## config.mk

```make
export PLATFORM = sky130hd
export DESIGN_NAME = max_front_deque_unit
export DESIGN_NICKNAME = d
export VERILOG_FILES = /design/src/hw/rtl/mfd_pkg.sv /design/src/hw/rtl/mfd_cell.sv /design/src/hw/rtl/max_front_deque_unit.sv
export VERILOG_INCLUDE_DIRS = /design/src /design/src/hw/rtl
export SDC_FILE = /design/constraint.sdc
export NUM_CORES = 2
export LEC_CHECK = 0
export ABC_AREA = 1
export BUFFER_PORTS_ARGS = -buffer_cell sky130_fd_sc_hd__buf_2
export CORE_ASPECT_RATIO = 0.7
export CORE_MARGIN = 2
export CORE_UTILIZATION = 60
export CTS_CLUSTER_DIAMETER = 200
export DETAILED_ROUTE_END_ITERATION = 10
export PLACE_DENSITY = 0.77
export SKIP_LAST_GASP = 1
export SLEW_MARGIN = 20
export SYNTH_ARGS = -nofsm -noshare
export SYNTH_HDL_FRONTEND = slang
export SYNTH_SLANG_ARGS = --single-unit
```

## constraint.sdc

```tcl
create_clock -name aclk -period 19.7 [get_ports aclk]
set_input_delay 3.94 -clock aclk [delete_from_list [all_inputs] [get_ports aclk]]
set_output_delay 3.94 -clock aclk [all_outputs]
set_load 0.005 [all_outputs]
```

## src/hw/rtl/max_front_deque_unit_defines.svh

```systemverilog
// Assertion macros for the files that check their own logic.
`ifndef MAX_FRONT_DEQUE_UNIT_DEFINES_SVH
`define MAX_FRONT_DEQUE_UNIT_DEFINES_SVH

// Concurrent check sampled on the rising clock edge, off while reset is held.
`define MFD_ASSERT(label, clk, rstn, prop, msg) \
    label: assert property (@(posedge clk) disable iff (!rstn) prop) else $error(msg);

// Concurrent check that also holds while reset is held.
`define MFD_ASSERT_ALWAYS(label, clk, prop, msg) \
    label: assert property (@(posedge clk) prop) else $error(msg);

`endif

```

## src/hw/rtl/mfd_pkg.sv

```systemverilog
package mfd_pkg;

    // Default sizes of the store.
    localparam int DEPTH_DEF      = 16;
    localparam int DATA_WIDTH_DEF = 32;

    // Fixed widths of the channel fields.
    localparam int OP_W     = 2;
    localparam int VALUE_W  = 32;
    localparam int STATUS_W = 2;
    localparam int COUNT_W  = 5;

    // Operation codes.
    localparam logic [OP_W-1:0] OP_PUSH   = 2'd0;
    localparam logic [OP_W-1:0] OP_POP    = 2'd1;
    localparam logic [OP_W-1:0] OP_REMOVE = 2'd2;

    // Status codes.
    localparam logic [STATUS_W-1:0] ST_DONE = 2'd0;
    localparam logic [STATUS_W-1:0] ST_MISS = 2'd1;
    localparam logic [STATUS_W-1:0] ST_FULL = 2'd2;

    // Operation broadcast to every cell for the beat being accepted.
    typedef struct packed {
        logic push_front;
        logic push_back;
        logic pop;
        logic remove;
    } mfd_ctl_t;

    // Flags rippling from the front cell toward the back cell.
    typedef struct packed {
        logic all_less;
        logic hit;
    } mfd_chain_t;

endpackage

```

## src/hw/rtl/mfd_cell.sv

```systemverilog
module mfd_cell #(
    parameter int DATA_WIDTH = 32,
    parameter int FILL_W     = 5,
    parameter int IDX        = 0
) (
    input  logic                         aclk,
    input  mfd_pkg::mfd_ctl_t            ctl,
    input  logic [FILL_W-1:0]            fill,
    input  logic signed [DATA_WIDTH-1:0] value,
    input  logic signed [DATA_WIDTH-1:0] left_data,
    input  logic signed [DATA_WIDTH-1:0] right_data,
    input  mfd_pkg::mfd_chain_t          chain_in,
    input  logic [DATA_WIDTH-1:0]        pick_in,
    output mfd_pkg::mfd_chain_t          chain_out,
    output logic [DATA_WIDTH-1:0]        pick_out,
    output logic signed [DATA_WIDTH-1:0] slot
);
    import mfd_pkg::*;

    logic signed [DATA_WIDTH-1:0] slot_reg;
    logic signed [DATA_WIDTH-1:0] slot_next;
    logic                         occupied;
    logic                         own_hit;
    logic                         first_hit;

    // This cell holds a stored value when its position is below the fill count.
    assign occupied = (FILL_W'(IDX) < fill);

    // A pop always targets the front cell; a remove targets equal values.
    assign own_hit   = occupied && ((ctl.pop && (IDX == 0)) ||
                                    (ctl.remove && (slot_reg == value)));
    assign first_hit = own_hit && !chain_in.hit;

    // Ripple the search flags and the picked value toward the back.
    assign chain_out.all_less = chain_in.all_less && (!occupied || (value > slot_reg));
    assign chain_out.hit      = chain_in.hit || own_hit;
    assign pick_out           = first_hit ? (pick_in | slot_reg) : pick_in;

    // Shift toward the back on a front push, write the first free cell on a back push, toward the front behind a drop.
    always_comb begin
        slot_next = slot_reg;
        if (ctl.push_front) begin
            slot_next = left_data;
        end else if (ctl.push_back && (fill == FILL_W'(IDX))) begin
            slot_next = value;
        end else if ((ctl.pop || ctl.remove) && (chain_in.hit || own_hit)) begin
            slot_next = right_data;
        end
    end

    always_ff @(posedge aclk) begin
        slot_reg <= slot_next;
    end

    assign slot = slot_reg;

endmodule

```

## src/hw/rtl/max_front_deque_unit.sv

```systemverilog
// Channel   Direction  Handshake           Fields
// s_        in         s_valid / s_ready   s_operation, s_value
// m_        out        m_valid / m_ready   m_status, m_out_value, m_count, m_is_empty
//
// Each beat is handled by a row of DEPTH cells; the compare and
// first-match flags ripple through the row, so the row length sets the path.
// The result is registered into the output register in the cycle after the input beat.
// A new beat is taken when no result is held or the held result is taken in the same cycle.
// Reset clears the fill count and the output valid; cell contents stay as is.
module max_front_deque_unit
    #(
    parameter int DEPTH      = mfd_pkg::DEPTH_DEF,
    parameter int DATA_WIDTH = mfd_pkg::DATA_WIDTH_DEF
) (
    input  logic                                 aclk,
    input  logic                                 aresetn,
    input  logic                                 s_valid,
    output logic                                 s_ready,
    input  logic [mfd_pkg::OP_W-1:0]             s_operation,
    input  logic signed [mfd_pkg::VALUE_W-1:0]   s_value,
    output logic                                 m_valid,
    input  logic                                 m_ready,
    output logic [mfd_pkg::STATUS_W-1:0]         m_status,
    output logic signed [mfd_pkg::VALUE_W-1:0]   m_out_value,
    output logic [mfd_pkg::COUNT_W-1:0]          m_count,
    output logic                                 m_is_empty
);
    import mfd_pkg::*;

    `include "max_front_deque_unit_defines.svh"

    localparam int FILL_W = $clog2(DEPTH + 1);
    localparam int WIDE_W = (FILL_W > COUNT_W) ? FILL_W : COUNT_W;

    logic                         accept;
    logic signed [DATA_WIDTH-1:0] value_w;
    logic                         full;
    logic                         is_push;
    mfd_ctl_t                     ctl;

    logic [FILL_W-1:0]            fill_reg;
    logic [FILL_W-1:0]            fill_next;
    logic                         m_valid_reg;
    logic                         m_valid_next;
    logic [STATUS_W-1:0]          status_reg;
    logic [STATUS_W-1:0]          status_next;
    logic signed [VALUE_W-1:0]    out_value_reg;
    logic signed [VALUE_W-1:0]    out_value_next;
    logic [WIDE_W-1:0]            fill_wide;

    mfd_chain_t                   chain [DEPTH+1];
    logic [DATA_WIDTH-1:0]        pick  [DEPTH+1];
    logic signed [DATA_WIDTH-1:0] slots [DEPTH];

    // Input side is free when no result waits or the waiting one leaves now.
    assign s_ready = !m_valid_reg || m_ready;
    assign accept  = s_valid && s_ready;

    // Bring the input value to the store width, two's complement.
    assign value_w = DATA_WIDTH'(signed'(s_value));

    assign full    = (fill_reg == FILL_W'(DEPTH));
    assign is_push = (s_operation == OP_PUSH);

    // Decode the beat into the controls shared by all cells.
    assign ctl.push_front = accept && is_push && !full && chain[DEPTH].all_less;
    assign ctl.push_back  = accept && is_push && !full && !chain[DEPTH].all_less;
    assign ctl.pop        = accept && (s_operation == OP_POP);
    assign ctl.remove     = accept && (s_operation == OP_REMOVE);

    // Head of the chain.
    assign chain[0].all_less = 1'b1;
    assign chain[0].hit      = 1'b0;
    assign pick[0]           = '0;

    // Row of cells linked to their neighbors; the front cell takes in the input value.
    for (genvar i = 0; i < DEPTH; i++) begin : g_cell
        logic signed [DATA_WIDTH-1:0] left_d;
        logic signed [DATA_WIDTH-1:0] right_d;

        if (i == 0) begin : g_front
            assign left_d = value_w;
        end else begin : g_inner_l
            assign left_d = slots[i-1];
        end

        if (i == DEPTH - 1) begin : g_back
            assign right_d = slots[i];
        end else begin : g_inner_r
            assign right_d = slots[i+1];
        end

        mfd_cell #(
            .DATA_WIDTH (DATA_WIDTH),
            .FILL_W     (FILL_W),
            .IDX        (i)
        ) u_cell (
            .aclk       (aclk),
            .ctl        (ctl),
            .fill       (fill_reg),
            .value      (value_w),
            .left_data  (left_d),
            .right_data (right_d),
            .chain_in   (chain[i]),
            .pick_in    (pick[i]),
            .chain_out  (chain[i+1]),
            .pick_out   (pick[i+1]),
            .slot       (slots[i])
        );
    end

    // Next fill count, status and returned value.
    always_comb begin
        fill_next      = fill_reg;
        status_next    = status_reg;
        out_value_next = out_value_reg;
        m_valid_next   = m_valid_reg;
        if (m_ready) begin
            m_valid_next = 1'b0;
        end
        if (accept) begin
            m_valid_next   = 1'b1;
            status_next    = ST_MISS;
            out_value_next = '0;
            case (s_operation)
                OP_PUSH: begin
                    if (full) begin
                        status_next = ST_FULL;
                    end else begin
                        status_next = ST_DONE;
                        fill_next   = fill_reg + FILL_W'(1);
                    end
                end
                OP_POP, OP_REMOVE: begin
                    if (chain[DEPTH].hit) begin
                        status_next    = ST_DONE;
                        out_value_next = VALUE_W'(signed'(pick[DEPTH]));
                        fill_next      = fill_reg - FILL_W'(1);
                    end
                end
                default: begin
                    status_next = ST_MISS;
                end
            endcase
        end
    end

    always_ff @(posedge aclk) begin
        if (!aresetn) begin
            fill_reg    <= '0;
            m_valid_reg <= 1'b0;
        end else begin
            fill_reg    <= fill_next;
            m_valid_reg <= m_valid_next;
        end
    end

    always_ff @(posedge aclk) begin
        status_reg    <= status_next;
        out_value_reg <= out_value_next;
    end

    // Result outputs.
    assign fill_wide   = WIDE_W'(fill_reg);
    assign m_valid     = m_valid_reg;
    assign m_status    = status_reg;
    assign m_out_value = out_value_reg;
    assign m_count     = fill_wide[COUNT_W-1:0];
    assign m_is_empty  = (fill_reg == '0);

    // Checks on the store bookkeeping.
    `MFD_ASSERT_ALWAYS(a_fill_bound, aclk, !aresetn || fill_reg <= FILL_W'(DEPTH), "fill above depth")
    `MFD_ASSERT(a_push_full, aclk, aresetn, (accept && is_push && full) |=> (m_status == ST_FULL && $stable(fill_reg)), "full push not refused")
    `MFD_ASSERT(a_pop_drop, aclk, aresetn, (accept && s_operation == OP_POP && fill_reg != '0) |=> (fill_reg == $past(fill_reg) - FILL_W'(1)), "pop did not drop one value")
    `MFD_ASSERT(a_result_out, aclk, aresetn, accept |=> m_valid, "accepted beat gave no result")

endmodule
```

==> results.py <==
metrics = {
    "routing": {
        "drt-initial-drc-count": 6446,
        "dr.pass1.iters": 6,
        "wirelength_mm": 157.8,
        "vias": 45440,
        "wl_per_cell_um": 21.10,
        "ant_nets": 0,
        "vias_per_cell": 6.075,
        "drc": 0,
    },
    "worst_hold_path": {
        "whs_path_depth": 2,
        "hold_path_class": "flip-flop to flip-flop",
        "min_to": "m_valid$_SDFFE_PN0P_",
        "worstHoldStart": "m_valid$_SDFFE_PN0P_",
    },
    "layout": {
        "nets": 6989,
        "instances_no_fill": 7480,
        "nFillCells": 6919,
        "regArea_sq_um": 16520,
        "multi_input_area_sq_um": 25860,
        "synthToLayoutAreaGrowth_pct": 5.784,
        "final_util_pct": 63.92,
        "final_layout_size_suffix_gt1_share_pct": 4.985,
        "largest_reg_flops": 512,
        "fin_area_sq_um": 48950,
    },
    "logic_synthesis": {
        "synth_nets": 7085,
        "ys_seq_elements": 552,
        "synth_top_area_share_pct": 35.43,
        "async_flop_share_pct": 0,
        "synth_top_cell_by_area": "edfxtp_1",
        "synth-edff-count": 546,
        "synth_area_per_cell_sq_um": 7.089,
        "yosys_warnings": 0,
        "synthCells": 6527,
        "synth_cell_types": 52,
        "synthTopCellsByArea": "edfxtp_1, nand2_1, ha_1",
        "seq_area_frac_synth_pct": 35.69,
        "syn_area_sq_um": 46270,
        "synth_ff_type": "edfxtp_1",
    },
    "setup_path": {
        "cp-start-kind": "primary input",
        "r2r_start": "g_cell[6].u_cell.slot[31]$_DFFE_PP_",
        "worstPathArrival_ps": 10580,
        "rr_endpoint": "g_cell[14].u_cell.slot[26]$_DFFE_PP_",
        "required_ps": 20010,
        "rr_worst_depth": 17,
        "end_kind": "flip-flop",
        "worstPathMaxFanout": 78,
        "rrSetupSlack_ps": 12670,
        "worstSetupPathType": "primary input to flip-flop",
    },
    "floorplan": {
        "initial_core_util_pct": 60.43,
        "coreArea_sq_um": 76570,
        "die_h_um": 236.3,
        "pin_count": 80,
        "die_x_um": 335.9,
        "rows": 85,
        "dieArea_sq_um": 79390,
    },
    "power": {
        "powerDensity_nw_per_um2": 70.91,
        "p_int_uw": 2267,
        "switching_power_uw": 1204,
        "power.leakage_uw": 0.02426,
        "p_comb_share_pct": 24.7,
        "p_clk_share_pct": 32.4,
        "p_seq_share_pct": 42.9,
        "p_sw_share_pct": 34.70,
        "max-vdd-ir-drop_mv": 0.07078,
    },
    "sta": {
        "max_freq_mhz": 97.31,
        "max-slew-margin-rel_pct": 20.94,
        "maxSlewViolCount": 0,
        "period_share_pct": 52.17,
        "fin_tns_setup_ps": 0,
        "finalHoldViolations": 0,
        "worst_pin_slew_ps": 1175,
        "min_period_ps": 10280,
        "fin_hold_ws_ps": 539.9,
        "rsz0062_at_grt": "no",
        "finalClockSkew_ps": 27.57,
        "finalSetupViolations": 0,
    },
    "grt": {
        "grtUsageTotal_pct": 39.22,
        "grt_first_pass_wirelength_mm": 243.3,
        "grt_pass1_vias": 42540,
        "grt_max_degree": 187,
        "antenna_found_initial": 2,
        "gr-total-overflow": 0,
    },
    "clock_network": {
        "cts_buffers": 60,
        "cts.sinks": 552,
        "post_cts_buffers": 0,
        "clk_latency_ps": 680,
        "cts_root_buf": "clkbuf_16",
        "cts_tree": "done",
        "cts_hold_buf": 0,
        "cts_resized": 0,
        "clock_path_buffers": 3,
        "cts-htree-levels": 2,
        "clk_pin_slew_worst_paths_ps": 60,
    },
    "run": {
        "cap_viol_max_count": 0,
    },
    "place": {
        "io_buffers": 79,
        "place_inst": 7368,
        "gp_congestion": 0.9940,
        "dpl_cell_area_sq_um": 47100,
        "dp.final_hpwl_mm": 116.2,
    },
    "run_status": {
        "status": "completed",
    },
}
metal layers:
| layer | up-vias | global-route usage (%) | wire [um] |
|---|---|---|---|
| met3 | 414 | 6.404 | 19530 |
| li1 | 21210 | - | - |
| met2 | 2949 | 57.79 | 66470 |
| met4 | 2 | 18.10 | 7686 |
| met1 | 20870 | 56.39 | 64120 |
| met5 | - | 0 | 11 |
critical path, cell delays in order:
cell and delay, ps:
buf_2 410, ha_1 330, nand2_1 110, nor2_1 140, nand4_1 270, nor4_1 970
nand4_1 480, nand2_1 170, o21ai_0 80, nand2_1 80, nor2_1 90, nand2_4 320
buf_4 590, buf_4 780, nand3_1 910, nand3_2 230, buf_4 530
synth_stat cells, types with 6 or more instances:
cell,instances
dfxtp_1,6
buf_1,26
edfxtp_1,546
nor2_1,463
inv_1,679
buf_2,165
o21ai_0,162
o21a_1,11
a211oi_1,6
clkbuf_1,79
a21oi_1,272
a31oi_1,8
nand4_1,192
nand2_1,2619
ha_1,520
buf_4,34
o211ai_1,20
nor3_1,30
nor2_2,33
nor4_1,18
nand3_1,566
per-stage QoR:
step / power, uW / setup WS, ps
floorplan: 2061 / 10760
global placement: 2308 / 9265
detailed placement: 2337 / 9144
CTS: 3447 / 9843
global route: 3618 / 9258
finish: 3471 / 9423
layout make-up:
type	count	share of cell area [%]
repair buffers	147	1.884
diodes	1	0.005112
clock inverters	24	0.3272
clock buffers	86	3.392
multi-input cells	4985	52.82
well taps	1000	2.556
inverters	685	5.271
flip-flops and latches	552	33.74
power by group through the flow:
stage,Combinational (uW),Sequential [uW],Clock (uW)
2_1_floorplan,569,1490,0
3_3_place_gp,796,1510,0
3_5_place_dp,825,1510,0
4_1_cts,828,1490,1130
5_1_grt,949,1500,1170
6_report,857,1490,1120
cells by family after synthesis:
logic type / share of synthesized area [%]
fa+ha+maj: 14.06
flops: 35.69
buf+inv: 8.772
compound gates: 5.835
simple gates: 35.51
xor+xnor: 0.1325
cells in the final DEF, fill, tap and decap left out, types with 5 or more instances in the layout:
cell type,n
inv_2,7
inv_1,676
a21oi_2,6
clkinv_1,14
o21a_1,11
a31oi_1,8
o211ai_1,20
ha_1,520
nor4_1,17
clkbuf_1,21
buf_2,79
nor2_4,5
nand2_2,6
o21bai_1,5
edfxtp_1,546
buf_4,66
nand3_1,558
xor2_1,5
a21oi_1,266
nor3_2,6
nor2_1,459
dfxtp_1,6
clkbuf_16,61
nor3_1,25
nand2_1,2616
nand4_1,192
nand3_2,7
a211oi_1,6
o21ai_0,162
clkinv_2,7
nor2_2,37
worst max-delay path by stage:
| stage | start | endpoint | slack [ps] |
|---|---|---|---|
| after global placement | s_value[31] | g_cell[14].u_cell.slot[27]$_DFFE_PP_ | 9260 |
| after CTS | s_value[31] | g_cell[14].u_cell.slot[24]$_DFFE_PP_ | 9840 |
| after global routing | s_value[31] | g_cell[14].u_cell.slot[26]$_DFFE_PP_ | 9260 |
| after detailed placement | s_value[31] | g_cell[14].u_cell.slot[5]$_DFFE_PP_ | 9140 |
| final | s_value[31] | g_cell[14].u_cell.slot[26]$_DFFE_PP_ | 9420 |
| after floorplan | s_operation[0] | g_cell[15].u_cell.slot[0]$_DFFE_PP_ | 10760 |
No activity file was read; power rests on OpenSTA's default activity.
